==> src/rtl/core/sle_pkg.sv <==
// ----------------------------------------------------------------------------
// sle_pkg
// shared constants and types of the string literal escaper
// ----------------------------------------------------------------------------
package sle_pkg;

	localparam int COUNT_WIDTH = 16;
	localparam int MAX_RESULTS = 4;
	localparam int IDX_W       = $clog2(MAX_RESULTS);

	// request commands
	localparam logic [1:0] CMD_TALLY  = 2'd0;
	localparam logic [1:0] CMD_OPEN   = 2'd1;
	localparam logic [1:0] CMD_ESCAPE = 2'd2;
	localparam logic [1:0] CMD_CLOSE  = 2'd3;

	// characters
	localparam logic [7:0] CH_SQUOTE = 8'h27;
	localparam logic [7:0] CH_DQUOTE = 8'h22;
	localparam logic [7:0] CH_BSLASH = 8'h5c;
	localparam logic [7:0] CH_ESC    = 8'h1b;
	localparam logic [7:0] CH_DEL    = 8'h7f;
	localparam logic [7:0] CH_SPACE  = 8'h20;

	// output sequence of one request
	typedef struct packed {
		logic                        valid;
		logic [IDX_W-1:0]            last_idx;
		logic [MAX_RESULTS-1:0][7:0] bytes;
	} seq_t;

endpackage

==> src/rtl/core/string_literal_escaper.sv <==
// ----------------------------------------------------------------------------
// string_literal_escaper
// turns a byte string into a quoted, escaped literal
// ----------------------------------------------------------------------------
// input stream: s_tuser carries the command (tally, open, escape, close),
// s_tdata the string byte. output stream: the literal bytes on m_tdata,
// m_tlast marks the final byte caused by one input request. a request is
// registered on accept, encoded and loaded into the result register once
// that register is free. tally requests update the quote counters and give
// no output. each request leaves the input register as soon as the result
// register is free, so one request per cycle goes through while each
// yields at most one byte and the receiver is ready; an escape of n bytes
// (up to 4 for a hex escape) holds the result register until the one-byte
// output port has sent them all. a stalled receiver holds the current byte
// and backs up into the input register; tally requests still drain past a
// stalled output.
// reset clears both counters, selects the single quote and empties the path.
// ----------------------------------------------------------------------------
module string_literal_escaper import sle_pkg::*; (
	input  logic       clk,
	input  logic       arst_n,
	input  logic       s_tvalid,
	output logic       s_tready,
	input  logic [7:0] s_tdata,   // in_byte
	input  logic [1:0] s_tuser,   // command
	output logic       m_tvalid,
	input  logic       m_tready,
	output logic [7:0] m_tdata,   // out_byte
	output logic       m_tlast    // last_of_run
);

	logic       valid_s1;
	logic [1:0] cmd_s1;
	logic [7:0] byte_s1;
	logic       advance;
	logic       out_free;
	seq_t       seq;

	assign advance  = valid_s1 && (cmd_s1 == CMD_TALLY || out_free);
	assign s_tready = !valid_s1 || advance;

	always_ff @(posedge clk or negedge arst_n) begin
		if (!arst_n) begin
			valid_s1 <= 1'b0;
		end else if (s_tready) begin
			valid_s1 <= s_tvalid;
		end
	end

	always_ff @(posedge clk) begin
		if (s_tready && s_tvalid) begin
			cmd_s1  <= s_tuser;
			byte_s1 <= s_tdata;
		end
	end

	sle_encoder u_encoder (
		.clk     (clk),
		.arst_n  (arst_n),
		.fire    (advance),
		.command (cmd_s1),
		.in_byte (byte_s1),
		.seq     (seq)
	);

	sle_out_buffer u_out_buffer (
		.clk      (clk),
		.arst_n   (arst_n),
		.load     (advance && seq.valid),
		.seq      (seq),
		.free     (out_free),
		.m_tvalid (m_tvalid),
		.m_tready (m_tready),
		.m_tdata  (m_tdata),
		.m_tlast  (m_tlast)
	);

endmodule

==> src/rtl/core/sle_encoder.sv <==
// ----------------------------------------------------------------------------
// sle_encoder
// quote counters, quote choice and escape encoding of one request
// ----------------------------------------------------------------------------
module sle_encoder import sle_pkg::*; (
	input  logic       clk,
	input  logic       arst_n,
	input  logic       fire,
	input  logic [1:0] command,
	input  logic [7:0] in_byte,
	output seq_t       seq
);

	logic [COUNT_WIDTH-1:0] single_q;
	logic [COUNT_WIDTH-1:0] double_q;
	logic                   quote_dbl_q;
	logic                   open_dbl;
	logic                   quote_dbl;
	logic [7:0]             qchar;

	function automatic logic [7:0] hex_digit(input logic [3:0] nib);
		if (nib < 4'd10) begin
			return 8'h30 + {4'h0, nib};
		end
		return 8'h57 + {4'h0, nib};
	endfunction

	assign open_dbl  = single_q > double_q;
	assign quote_dbl = (command == CMD_OPEN) ? open_dbl : quote_dbl_q;
	assign qchar     = quote_dbl ? CH_DQUOTE : CH_SQUOTE;

	always_comb begin
		seq          = '0;
		seq.valid    = 1'b1;
		seq.bytes[0] = CH_BSLASH;
		case (command)
			CMD_TALLY: begin
				seq.valid = 1'b0;
			end
			CMD_OPEN, CMD_CLOSE: begin
				seq.bytes[0] = qchar;
			end
			default: begin
				seq.last_idx = IDX_W'(1);
				case (in_byte)
					CH_BSLASH: seq.bytes[1] = CH_BSLASH;
					8'h07:     seq.bytes[1] = "a";
					8'h08:     seq.bytes[1] = "b";
					8'h0c:     seq.bytes[1] = "f";
					8'h0a:     seq.bytes[1] = "n";
					8'h0d:     seq.bytes[1] = "r";
					8'h09:     seq.bytes[1] = "t";
					8'h0b:     seq.bytes[1] = "v";
					CH_ESC:    seq.bytes[1] = "[";
					CH_SQUOTE, CH_DQUOTE: begin
						if (in_byte == qchar) begin
							seq.bytes[1] = in_byte;
						end else begin
							seq.last_idx = '0;
							seq.bytes[0] = in_byte;
						end
					end
					default: begin
						if (in_byte < CH_SPACE || in_byte == CH_DEL) begin
							seq.last_idx = IDX_W'(3);
							seq.bytes[1] = "x";
							seq.bytes[2] = hex_digit(in_byte[7:4]);
							seq.bytes[3] = hex_digit(in_byte[3:0]);
						end else begin
							seq.last_idx = '0;
							seq.bytes[0] = in_byte;
						end
					end
				endcase
			end
		endcase
	end

	always_ff @(posedge clk or negedge arst_n) begin
		if (!arst_n) begin
			single_q    <= '0;
			double_q    <= '0;
			quote_dbl_q <= 1'b0;
		end else if (fire) begin
			case (command)
				CMD_TALLY: begin
					if (in_byte == CH_SQUOTE && single_q != '1) begin
						single_q <= single_q + 1'b1;
					end
					if (in_byte == CH_DQUOTE && double_q != '1) begin
						double_q <= double_q + 1'b1;
					end
				end
				CMD_OPEN: begin
					quote_dbl_q <= open_dbl;
				end
				CMD_CLOSE: begin
					single_q <= '0;
					double_q <= '0;
				end
				default: begin
				end
			endcase
		end
	end

endmodule

==> src/rtl/core/sle_out_buffer.sv <==
// ----------------------------------------------------------------------------
// sle_out_buffer
// result register holding one sequence and sending it one byte per cycle while the receiver is ready
// ----------------------------------------------------------------------------
module sle_out_buffer import sle_pkg::*; (
	input  logic       clk,
	input  logic       arst_n,
	input  logic       load,
	input  seq_t       seq,
	output logic       free,
	output logic       m_tvalid,
	input  logic       m_tready,
	output logic [7:0] m_tdata,   // out_byte
	output logic       m_tlast    // last_of_run
);

	logic             valid_q;
	logic [IDX_W-1:0] idx_q;
	seq_t             seq_q;
	logic             at_last;

	assign at_last  = idx_q == seq_q.last_idx;
	assign free     = !valid_q || (m_tready && at_last);
	assign m_tvalid = valid_q;
	assign m_tdata  = seq_q.bytes[idx_q];
	assign m_tlast  = at_last;

	always_ff @(posedge clk or negedge arst_n) begin
		if (!arst_n) begin
			valid_q <= 1'b0;
			idx_q   <= '0;
		end else if (load) begin
			valid_q <= 1'b1;
			idx_q   <= '0;
		end else if (valid_q && m_tready) begin
			if (at_last) begin
				valid_q <= 1'b0;
			end else begin
				idx_q <= idx_q + 1'b1;
			end
		end
	end

	always_ff @(posedge clk) begin
		if (load) begin
			seq_q <= seq;
		end
	end

endmodule

==> config.mk <==
export PLATFORM = sky130hd
export DESIGN_NAME = string_literal_escaper
export DESIGN_NICKNAME = d
export VERILOG_FILES = /design/src/rtl/core/sle_pkg.sv /design/src/rtl/core/string_literal_escaper.sv /design/src/rtl/core/sle_encoder.sv /design/src/rtl/core/sle_out_buffer.sv
export SDC_FILE = /design/constraint.sdc
export NUM_CORES = 1
export LEC_CHECK = 0
export ABC_AREA = 1
export BUFFER_PORTS_ARGS = -buffer_cell sky130_fd_sc_hd__buf_4
export CAP_MARGIN = 20
export CORE_UTILIZATION = 50
export CTS_CLUSTER_SIZE = 10
export DETAILED_ROUTE_END_ITERATION = 10
export GPL_ROUTABILITY_DRIVEN = 0
export PLACE_DENSITY = 0.66
export SYNTH_ARGS = -nofsm -noshare
export SYNTH_HDL_FRONTEND = slang
export SYNTH_HIERARCHICAL = 1
export SYNTH_SLANG_ARGS = --single-unit
==> constraint.sdc <==
create_clock -name clk -period 6.1 [get_ports clk]
set_input_delay 1.22 -clock clk [delete_from_list [all_inputs] [get_ports clk]]
set_output_delay 1.22 -clock clk [all_outputs]
set_load 0.02 [all_outputs]
==> reports/qor.json, run 1 <==
{
  "run_status": {"value": "complete, no violations"},
  "hold_path_class": {"value": "reg -> reg"},
  "tritoncts_num_sinks": {"value": 81},
  "grt_remaining_overflow": {"value": 0},
  "yosysWarnings": {"value": 6},
  "drc_errors": {"value": 0},
  "critical_path_peak_fanout": {"value": 20},
  "fin_worst_hold_slack": {"value": 0.495, "unit": "ns"},
  "dr_total_vias": {"value": 4140},
  "rsz0062_at_grt": {"value": "false"},
  "most_frequent_cell_on_the_critical_path": {"value": "sky130_fd_sc_hd__nand2_2"},
  "ys_ff_latch": {"value": 81},
  "effective_utilization_at_floorplan": {"value": 0.519},
  "n_antenna_cell": {"value": 0},
  "slew_viol_final": {"value": 0},
  "post_layout_min_period": {"value": 3.63, "unit": "ns"},
  "cts_max_path_buffers": {"value": 2},
  "maximum_level_of_the_cts_h_tree": {"value": 3},
  "iteration_count_of_the_initial_detailed_routing_pass": {"value": 4},
  "worst_ir_drop_vdd": {"value": 0.216, "unit": "mV"},
  "intPower": {"value": 1.18, "unit": "mW"},
  "post_synth_top_area_share": {"value": 0.259},
  "floorplan_row_count": {"value": 36},
  "drtAntennaViolNets": {"value": 0},
  "numPortBuffers": {"value": 24},
  "synthDistinctLibCells": {"value": 43},
  "dr.first_iter.drc_count": {"value": 300},
  "share_seq_of_total_power": {"value": 0.418},
  "initial_antenna_violation_count": {"value": 0},
  "critical_path.endpoint_type": {"value": "output port"},
  "worst_slew_pin_slew": {"value": 0.645, "unit": "ns"},
  "die_width": {"value": 103, "unit": "um"},
  "power_leakage": {"value": 2.55, "unit": "nW"},
  "p_per_area": {"value": 362, "unit": "mW/mm2"},
  "hpwl": {"value": 7.95, "unit": "mm"},
  "yosysSeqAreaShare": {"value": 0.441},
  "mappedNetlistArea": {"value": 0.00510, "unit": "mm2"},
  "combinationalPowerShare": {"value": 0.377},
  "report.final.setup_viol": {"value": 0},
  "worst-endpoint-required": {"value": 4.88, "unit": "ns"},
  "fin_cells": {"value": 775},
  "startpoint_type": {"value": "register"},
  "crit_arrival": {"value": 2.41, "unit": "ns"},
  "multi_input_area": {"value": 0.00238, "unit": "mm2"},
  "post_cts_buffers": {"value": 0},
  "final_min_period_over_clock_period": {"value": 0.595},
  "synth.area.top_cells": {"value": "sky130_fd_sc_hd__edfxtp_1, sky130_fd_sc_hd__dfrtp_1, sky130_fd_sc_hd__nand2_1, sky130_fd_sc_hd__ha_1, sky130_fd_sc_hd__inv_1"},
  "grt_use_total": {"value": 0.224},
  "maximum_number_of_pins_on_one_net_before_global_route_repair": {"value": 38},
  "cells_traversed_along_the_worst_timing_path": {"value": "inv_1, nand2_1, nand2_2, nand2_2, inv_2, nand2_2, nand2_2, inv_1, nand3_2, buf_4"},
  "post_cts_resized": {"value": 0},
  "slew_headroom": {"value": 0.567},
  "fp.dieH": {"value": 103, "unit": "um"},
  "floorplan.core_area": {"value": 0.00982, "unit": "mm2"},
  "die_area": {"value": 0.0106, "unit": "mm2"},
  "max_freq": {"value": 0.275, "unit": "GHz"},
  "max_stage_delay": {"value": 0.71, "unit": "ns"},
  "worst_setup_hold_path_clk_slew": {"value": 0.08, "unit": "ns"},
  "synth.avg_cell_area": {"value": 8.30, "unit": "um2"},
  "drt_wl_total": {"value": 10.8, "unit": "mm"},
  "syn_to_final_growth": {"value": 8.74, "unit": "%"},
  "timing.max_cap.violations": {"value": 0},
  "post_route_cells_drive_above_1_share": {"value": 0.134},
  "seq_area": {"value": 0.00225, "unit": "mm2"},
  "synth_top_cell_by_area": {"value": "sky130_fd_sc_hd__edfxtp_1"},
  "post_synthesis_instance_total": {"value": 614},
  "routedWlPerCell": {"value": 14.0, "unit": "um"},
  "vias_per_cell": {"value": 5.34},
  "clockPowerShare": {"value": 0.205},
  "power_switching_share": {"value": 0.409},
  "timing_hold_violations_final": {"value": 0},
  "layout.filler_cells": {"value": 938},
  "netSwitchingPower": {"value": 0.819, "unit": "mW"},
  "num_io_pins": {"value": 25},
  "dp_cells": {"value": 759},
  "fin_skew": {"value": 0.0159, "unit": "ns"},
  "first_global_vias": {"value": 3761},
  "setup.worst_path.class": {"value": "reg -> out"},
  "cts_made_buffers": {"value": 9},
  "clkLatencyLatePin": {"value": 0.37, "unit": "ns"},
  "grt_first_pass_wirelength": {"value": 18.0, "unit": "mm"},
  "clk_root_buffer_cell": {"value": "sky130_fd_sc_hd__clkbuf_8"},
  "fin_setup_tns": {"value": 0, "unit": "ns"},
  "postCtsHoldBufs": {"value": 0},
  "cts_tree": {"value": "built"},
  "design.final.nets": {"value": 679},
  "slowest_stage": {"value": "sky130_fd_sc_hd__dfrtp_1"}
}
==> power by group through the flow <==
| stage | sequential (mW) | clock [mW] | combinational [mW] |
|---|---|---|---|
| CTS | 0.836 | 0.419 | 0.752 |
| floorplan | 0.804 | 0 | 0.573 |
| global route | 0.853 | 0.440 | 0.859 |
| detailed placement | 0.847 | 0 | 0.748 |
| global placement | 0.844 | 0 | 0.722 |
| finish | 0.837 | 0.411 | 0.756 |
==> logic make-up (layout without fill, tap and decap cells) <==
logic type	count (synthesis)	in the layout	share of synthesized area
AND/OR/NAND/NOR	282	282	0.256
buffers and inverters	111	135	0.0945
AO/OA/AOI/OAI	97	97	0.115
flip-flops	81	81	0.441
adder cells (fa/ha/maj)	28	28	0.0687
XOR/XNOR	14	14	0.0241
other	1	5	0.000736
==> worst max-delay path: cells and delay by family (launching register included) <==
family | cells | cell delay [ns]
DFF | 1 | 0.71
and+or+nand+nor | 6 | 0.55
buffers and inverters | 4 | 0.77
==> layout make-up <==
| class | instances | area share |
|---|---|---|
| Inverter | 94 | 0.0637 |
| Timing Repair Buffer | 25 | 0.0339 |
| Clock buffer | 11 | 0.0255 |
| Sequential cell | 81 | 0.406 |
| Tap cell | 133 | 0.0300 |
| Clock inverter | 5 | 0.0115 |
| Multi-Input combinational cell | 426 | 0.430 |
==> metal layers <==
| metal | up-vias | track usage | part of all wire |
|---|---|---|---|
| met5 | - | 0 | 0 |
| met4 | 0 | 0.0856 | 0.011 |
| met3 | 12 | 0.0420 | 0.042 |
| met2 | 105 | 0.331 | 0.44 |
| met1 | 1940 | 0.325 | 0.51 |
| li1 | 2083 | - | - |
==> synthesized netlist by cell type, drive strengths merged <==
| cell type | n |
|---|---|
| nor3 | 17 |
| nor4b | 1 |
| and3 | 1 |
| ha | 28 |
| a31oi | 2 |
| o211ai | 1 |
| inv | 94 |
| o21a | 1 |
| a21oi | 21 |
| nand4 | 14 |
| o31ai | 12 |
| xnor2 | 2 |
| dfrtp | 37 |
| a211oi | 3 |
| o22ai | 9 |
| edfxtp | 44 |
| a21o | 1 |
| conb | 1 |
| nand3b | 1 |
| a21boi | 1 |
| buf | 14 |
| nand2 | 135 |
| nor2 | 75 |
| a41oi | 1 |
| clkbuf | 3 |
| nand3 | 34 |
| nor4 | 4 |
| o21ai | 45 |
| xor2 | 12 |
==> state kept, by name, summed over array words and instances, names as in the netlist <==
name and flops:
valid_s1 1, u_encoder/quote_dbl_q 1, u_out_buffer/m_tvalid 1, u_encoder/single_q 16, byte_s1 8, u_encoder/double_q 16, u_out_buffer/idx_q 2, cmd_s1 2
u_out_buffer/seq_q 34
==> path summary, 6_finish.rpt <==
check | startpoint | slack [ns] | end | cells after the start
max in group asynchronous | arst_n | 4.94 | u_encoder/double_q[12]$_DFFE_PN0P_ | 1
max reg2reg | u_out_buffer/idx_q[0]$_DFFE_PN0P_ | 2.96 | u_encoder/double_q[6]$_DFFE_PN0P_ | 17
min in group asynchronous | arst_n | 0.82 | u_encoder/single_q[8]$_DFFE_PN0P_ | 1
min reg2reg | u_encoder/double_q[15]$_DFFE_PN0P_ | 0.49 | u_encoder/double_q[15]$_DFFE_PN0P_ | 2
min | u_encoder/double_q[15]$_DFFE_PN0P_ | 0.49 | u_encoder/double_q[15]$_DFFE_PN0P_ | 2
max | u_out_buffer/idx_q[0]$_DFFE_PN0P_ | 2.47 | s_tready | 10
==> cell usage in the layout, fill, tap and decap left out, types with 11 or more instances in the layout <==
master	count
sky130_fd_sc_hd__nand2_1	119
sky130_fd_sc_hd__edfxtp_1	44
sky130_fd_sc_hd__ha_1	28
sky130_fd_sc_hd__dfrtp_1	37
sky130_fd_sc_hd__inv_1	84
sky130_fd_sc_hd__o31ai_1	11
sky130_fd_sc_hd__xor2_1	12
sky130_fd_sc_hd__buf_4	25
sky130_fd_sc_hd__nand3_1	31
sky130_fd_sc_hd__nand4_1	14
sky130_fd_sc_hd__nor3_1	12
sky130_fd_sc_hd__a21oi_1	19
sky130_fd_sc_hd__o21ai_0	35
sky130_fd_sc_hd__nor2_1	70
sky130_fd_sc_hd__nand2_2	14
==> through the flow <==
stage / util / setup slack [ns] / power (mW) / instance area (um2)
after floorplan: - / 3.04 / 1.38 / 5110
after global placement: 0.543 / 2.96 / 1.57 / 5340
after detailed placement: 0.543 / 2.91 / 1.59 / 5340
after CTS: 0.564 / 2.48 / 2.01 / 5540
after global routing: 0.564 / 2.24 / 2.15 / 5540
final: 0.564 / 2.47 / 2.00 / 5540
(Power assumes the default switching activity.)
==> run 2: changes to the inputs <==
--- a/config.mk
+++ b/config.mk
@@ -5,7 +5,7 @@
 export SDC_FILE = /design/constraint.sdc
 export NUM_CORES = 1
 export LEC_CHECK = 0
-export ABC_AREA = 1
+export ABC_AREA = 0
 export BUFFER_PORTS_ARGS = -buffer_cell sky130_fd_sc_hd__buf_4
 export CAP_MARGIN = 20
 export CORE_UTILIZATION = 50
==> constraint.sdc (replaced) <==
create_clock -name clk -period 3.8 [get_ports clk]
set_input_delay 0.76 -clock clk [delete_from_list [all_inputs] [get_ports clk]]
set_output_delay 0.76 -clock clk [all_outputs]
set_load 0.02 [all_outputs]
==> reports/qor.json, run 2 <==
{
  "run_status": {"value": "complete, no violations", "change": "unchanged"},
  "yosysSeqAreaShare": {"value": 0.463, "change": "was 0.441"},
  "layout_common_cells": {"value": "sky130_fd_sc_hd__nor2_1, sky130_fd_sc_hd__edfxtp_1, sky130_fd_sc_hd__nand2_1, sky130_fd_sc_hd__dfrtp_1, sky130_fd_sc_hd__buf_4", "change": "was sky130_fd_sc_hd__nand2_1, sky130_fd_sc_hd__inv_1, sky130_fd_sc_hd__nor2_1, sky130_fd_sc_hd__edfxtp_1, sky130_fd_sc_hd__dfrtp_1"},
  "timing.reg2reg.worst_path_depth": {"value": 11, "change": "was 17"},
  "grt_use_total": {"value": 0.215, "change": "was 0.224"},
  "drt_wl_total": {"value": 9.99, "unit": "mm", "change": "was 10.8 mm"},
  "vias_per_cell": {"value": 5.71, "change": "was 5.34"},
  "clk_root_buffer_cell": {"value": "sky130_fd_sc_hd__clkbuf_8", "change": "unchanged"},
  "worst_slew_pin_slew": {"value": 0.876, "unit": "ns", "change": "was 0.645 ns"},
  "largest-register": {"value": "u_out_buffer/seq_q", "change": "unchanged"},
  "die_area": {"value": 0.0101, "unit": "mm2", "change": "was 0.0106 mm2"},
  "cts_tree": {"value": "built", "change": "unchanged"},
  "gr-max-usage-layer": {"value": "met1", "change": "was met2"},
  "beginning_of_the_critical_path": {"value": "u_out_buffer/idx_q[1]$_DFFE_PN0P_", "change": "was u_out_buffer/idx_q[0]$_DFFE_PN0P_"},
  "crit_arrival": {"value": 3.58, "unit": "ns", "change": "was 2.41 ns"},
  "maximum_level_of_the_cts_h_tree": {"value": 3, "change": "unchanged"},
  "r2r_end": {"value": "u_encoder/double_q[7]$_DFFE_PN0P_", "change": "was u_encoder/double_q[6]$_DFFE_PN0P_"},
  "biggestRegsByFlops": {"value": "u_out_buffer/seq_q (34), u_encoder/double_q (16), u_encoder/single_q (16)", "change": "unchanged"},
  "maximum_number_of_pins_on_one_net_before_global_route_repair": {"value": 38, "change": "unchanged"},
  "timing_hold_violations_final": {"value": 0, "change": "unchanged"},
  "fin_skew": {"value": 0.0114, "unit": "ns", "change": "was 0.0159 ns"},
  "post_cts_buffers": {"value": 0, "change": "unchanged"},
  "final_core_utilization": {"value": 0.571, "change": "was 0.564"},
  "synth-edff-count": {"value": 44, "change": "unchanged"},
  "post_place_instance_area": {"value": 0.00514, "unit": "mm2", "change": "was 0.00534 mm2"},
  "worst_ir_drop_vdd": {"value": 0.229, "unit": "mV", "change": "was 0.216 mV"},
  "first_global_vias": {"value": 3404, "change": "was 3761"},
  "post_synthesis_instance_total": {"value": 463, "change": "was 614"},
  "syn_to_final_growth": {"value": 9.68, "unit": "%", "change": "was 8.74%"},
  "max_stage_delay": {"value": 0.57, "unit": "ns", "change": "was 0.71 ns"},
  "post_layout_min_period": {"value": 3.37, "unit": "ns"},
  "post_synth_top_area_share": {"value": 0.272, "change": "was 0.259"},
  "setup.worst_path.end": {"value": "u_encoder/double_q[7]$_DFFE_PN0P_", "change": "was s_tready"},
  "n_antenna_cell": {"value": 0, "change": "unchanged"},
  "tritoncts_num_sinks": {"value": 81, "change": "unchanged"},
  "routedWlPerCell": {"value": 16.2, "unit": "um", "change": "was 14.0 um"},
  "fin_total_pwr": {"value": 2.72, "unit": "mW", "change": "was 2.00 mW"},
  "use_met2": {"value": 0.317, "change": "was 0.331"},
  "final_design_instance_area_without_fill": {"value": 0.00533, "unit": "mm2", "change": "was 0.00554 mm2"},
  "worst_setup_hold_path_clk_slew": {"value": 0.09, "unit": "ns", "change": "was 0.08 ns"},
  "die_width": {"value": 101, "unit": "um", "change": "was 103 um"},
  "post_cts_resized": {"value": 0, "change": "unchanged"},
  "worst-endpoint-required": {"value": 4.01, "unit": "ns", "change": "was 4.88 ns"},
  "report.final.setup_viol": {"value": 0, "change": "unchanged"},
  "main_flop_type_after_synthesis": {"value": "sky130_fd_sc_hd__edfxtp_1", "change": "unchanged"},
  "synth.area.top_cells": {"value": "sky130_fd_sc_hd__edfxtp_1, sky130_fd_sc_hd__dfrtp_1, sky130_fd_sc_hd__ha_1, sky130_fd_sc_hd__nor2_1, sky130_fd_sc_hd__mux4_2", "change": "was sky130_fd_sc_hd__edfxtp_1, sky130_fd_sc_hd__dfrtp_1, sky130_fd_sc_hd__nand2_1, sky130_fd_sc_hd__ha_1, sky130_fd_sc_hd__inv_1"},
  "fin_setup_tns": {"value": 0, "unit": "ns", "change": "unchanged"},
  "reg2reg_slack": {"value": 0.43, "unit": "ns", "change": "was 2.96 ns"},
  "hpwl": {"value": 7.22, "unit": "mm", "change": "was 7.95 mm"},
  "yosysWarnings": {"value": 6, "change": "unchanged"},
  "effective_utilization_at_floorplan": {"value": 0.521, "change": "was 0.519"},
  "slowest_stage": {"value": "sky130_fd_sc_hd__dfrtp_1", "change": "unchanged"},
  "mappedNetlistArea": {"value": 0.00486, "unit": "mm2", "change": "was 0.00510 mm2"},
  "startpoint_type": {"value": "register", "change": "unchanged"},
  "use_met1": {"value": 0.325, "change": "about the same"},
  "globalRouteMet3Util": {"value": 0.0277, "change": "was 0.0420"},
  "p_per_area": {"value": 511, "unit": "mW/mm2", "change": "was 362 mW/mm2"},
  "dr_total_vias": {"value": 3529, "change": "was 4140"},
  "synthDistinctLibCells": {"value": 65, "change": "was 43"},
  "critical_path_peak_fanout": {"value": 18, "change": "was 20"},
  "drtAntennaViolNets": {"value": 0, "change": "unchanged"},
  "largest_register_ff_count": {"value": 34, "change": "unchanged"},
  "cells_traversed_along_the_worst_timing_path": {"value": "xnor2_2, nand3_1, nand2_1, o21ba_2, nor2b_1, or3b_2, nor3_2, o21ai_2, a2111oi_1, xnor2_1, nor2_1", "change": "was inv_1, nand2_1, nand2_2, nand2_2, inv_2, nand2_2, nand2_2, inv_1, nand3_2, buf_4"},
  "critical_path.endpoint_type": {"value": "register", "change": "was output port"},
  "fp.dieH": {"value": 101, "unit": "um", "change": "was 103 um"},
  "regToRegStartpoint": {"value": "u_out_buffer/idx_q[1]$_DFFE_PN0P_", "change": "was u_out_buffer/idx_q[0]$_DFFE_PN0P_"},
  "post_route_cells_drive_above_1_share": {"value": 0.153, "change": "was 0.134"},
  "design.final.nets": {"value": 526, "change": "was 679"},
  "dr.first_iter.drc_count": {"value": 281, "change": "was 300"},
  "floorplan.core_area": {"value": 0.00933, "unit": "mm2", "change": "was 0.00982 mm2"},
  "initial_antenna_violation_count": {"value": 0, "change": "unchanged"},
  "ys_ff_latch": {"value": 81, "change": "unchanged"},
  "synth_top_cell_by_area": {"value": "sky130_fd_sc_hd__edfxtp_1", "change": "unchanged"},
  "timing.max_cap.violations": {"value": 0, "change": "unchanged"},
  "floorplan_row_count": {"value": 35, "change": "was 36"},
  "cts_made_buffers": {"value": 9, "change": "unchanged"},
  "final_min_period_over_clock_period": {"value": 0.888},
  "synth.most_common_cell": {"value": "sky130_fd_sc_hd__nor2_1", "change": "was sky130_fd_sc_hd__nand2_1"},
  "hold_path_class": {"value": "in -> async", "change": "was reg -> reg"},
  "iteration_count_of_the_initial_detailed_routing_pass": {"value": 5, "change": "was 4"},
  "cts_max_path_buffers": {"value": 2, "change": "unchanged"},
  "grt_first_pass_wirelength": {"value": 16.7, "unit": "mm", "change": "was 18.0 mm"},
  "setup.worst_path.class": {"value": "reg -> reg", "change": "was reg -> out"},
  "rsz0062_at_grt": {"value": "false", "change": "unchanged"},
  "grt_remaining_overflow": {"value": 0, "change": "unchanged"},
  "slew_headroom": {"value": 0.416, "change": "was 0.567"},
  "worst_slack": {"value": 0.426, "unit": "ns", "change": "was 2.47 ns"},
  "max_freq": {"value": 0.296, "unit": "GHz"},
  "synth_commonest_cells": {"value": "sky130_fd_sc_hd__nor2_1, sky130_fd_sc_hd__edfxtp_1, sky130_fd_sc_hd__nand2_1, sky130_fd_sc_hd__dfrtp_1, sky130_fd_sc_hd__inv_1", "change": "was sky130_fd_sc_hd__nand2_1, sky130_fd_sc_hd__inv_1, sky130_fd_sc_hd__nor2_1, sky130_fd_sc_hd__edfxtp_1, sky130_fd_sc_hd__dfrtp_1"},
  "synth.avg_cell_area": {"value": 10.5, "unit": "um2", "change": "was 8.30 um2"},
  "place_worst_setup_slack": {"value": 0.427, "unit": "ns", "change": "was 2.91 ns"},
  "postCtsHoldBufs": {"value": 0, "change": "unchanged"},
  "final_common_cell": {"value": "sky130_fd_sc_hd__nor2_1", "change": "was sky130_fd_sc_hd__nand2_1"},
  "clkLatencyLatePin": {"value": 0.35, "unit": "ns", "change": "was 0.37 ns"},
  "num_io_pins": {"value": 25, "change": "unchanged"},
  "slew_viol_final": {"value": 0, "change": "unchanged"},
  "drc_errors": {"value": 0, "change": "unchanged"},
  "numPortBuffers": {"value": 24, "change": "unchanged"},
  "power_leakage": {"value": 2.14, "unit": "nW", "change": "was 2.55 nW"},
  "synth_async_sr_flop_share": {"value": 0.457, "change": "unchanged"}
}
run 2: final cells by class:
| cell class | instances | area (um2) |
|---|---|---|
| Multi-Input combinational cell | 333 | 2390 |
| Clock buffer | 9 | 124 |
| Inverter | 29 | 109 |
| Fill cell | 814 | 4000 |
| Tap cell | 129 | 161 |
| Sequential cell | 81 | 2250 |
| Clock inverter | 7 | 68.8 |
| Timing Repair Buffer | 30 | 225 |
run 2: how the worst min path moves through the flow:
stage,startpoint,to,slack [ns],cells past startpoint
2_1_floorplan,arst_n,u_encoder/double_q[0]$_DFFE_PN0P_,0.46,0
3_3_place_gp,u_encoder/quote_dbl_q$_DFFE_PN0P_,u_encoder/quote_dbl_q$_DFFE_PN0P_,0.50,1
3_5_place_dp,u_encoder/quote_dbl_q$_DFFE_PN0P_,u_encoder/quote_dbl_q$_DFFE_PN0P_,0.50,1
4_1_cts,arst_n,u_encoder/double_q[13]$_DFFE_PN0P_,0.38,1
5_1_grt,arst_n,u_encoder/double_q[13]$_DFFE_PN0P_,0.40,1
6_report,arst_n,u_out_buffer/m_tvalid$_DFFE_PN0P_,0.36,1
run 2: cell families after synthesis:
logic type | Yosys count | synth area share
buffers and inverters | 53 | 0.0494
multiplexers | 15 | 0.0531
other | 1 | 0.000772
XOR/XNOR | 30 | 0.0572
AND/OR/NAND/NOR | 172 | 0.179
adder cells (fa/ha/maj) | 28 | 0.0721
flip-flops | 81 | 0.463
AO/OA/AOI/OAI | 83 | 0.126
run 2: per-layer routing:
layer	wire, um	part of all wire
met1	4980	0.50
met4	142	0.014
met5	0	0
met3	503	0.050
met2	4370	0.44
run 2: power by group:
part	switching [mW]	leakage (nW)	total (mW)	internal [mW]
logic	0.481	1.11	0.863	0.382
registers	0.116	0.930	1.24	1.12
clock network	0.360	0.101	0.619	0.259
run 2: worst max-delay path, delay by kind of cell, from the launching register on:
kind,cells,cell delay [ns]
DFF,1,0.57
AOI/OAI and AO/OA,3,0.98
and+or+nand+nor,6,1.18
xor gates and xnor gates,2,0.50
run 2: through the flow:
step / instances / hold WS, ns
floorplan: 467 / 0.464
global placement: 602 / 0.502
detailed placement: 602 / 0.500
CTS: 618 / 0.376
global route: 618 / 0.396
finish: 618 / 0.364
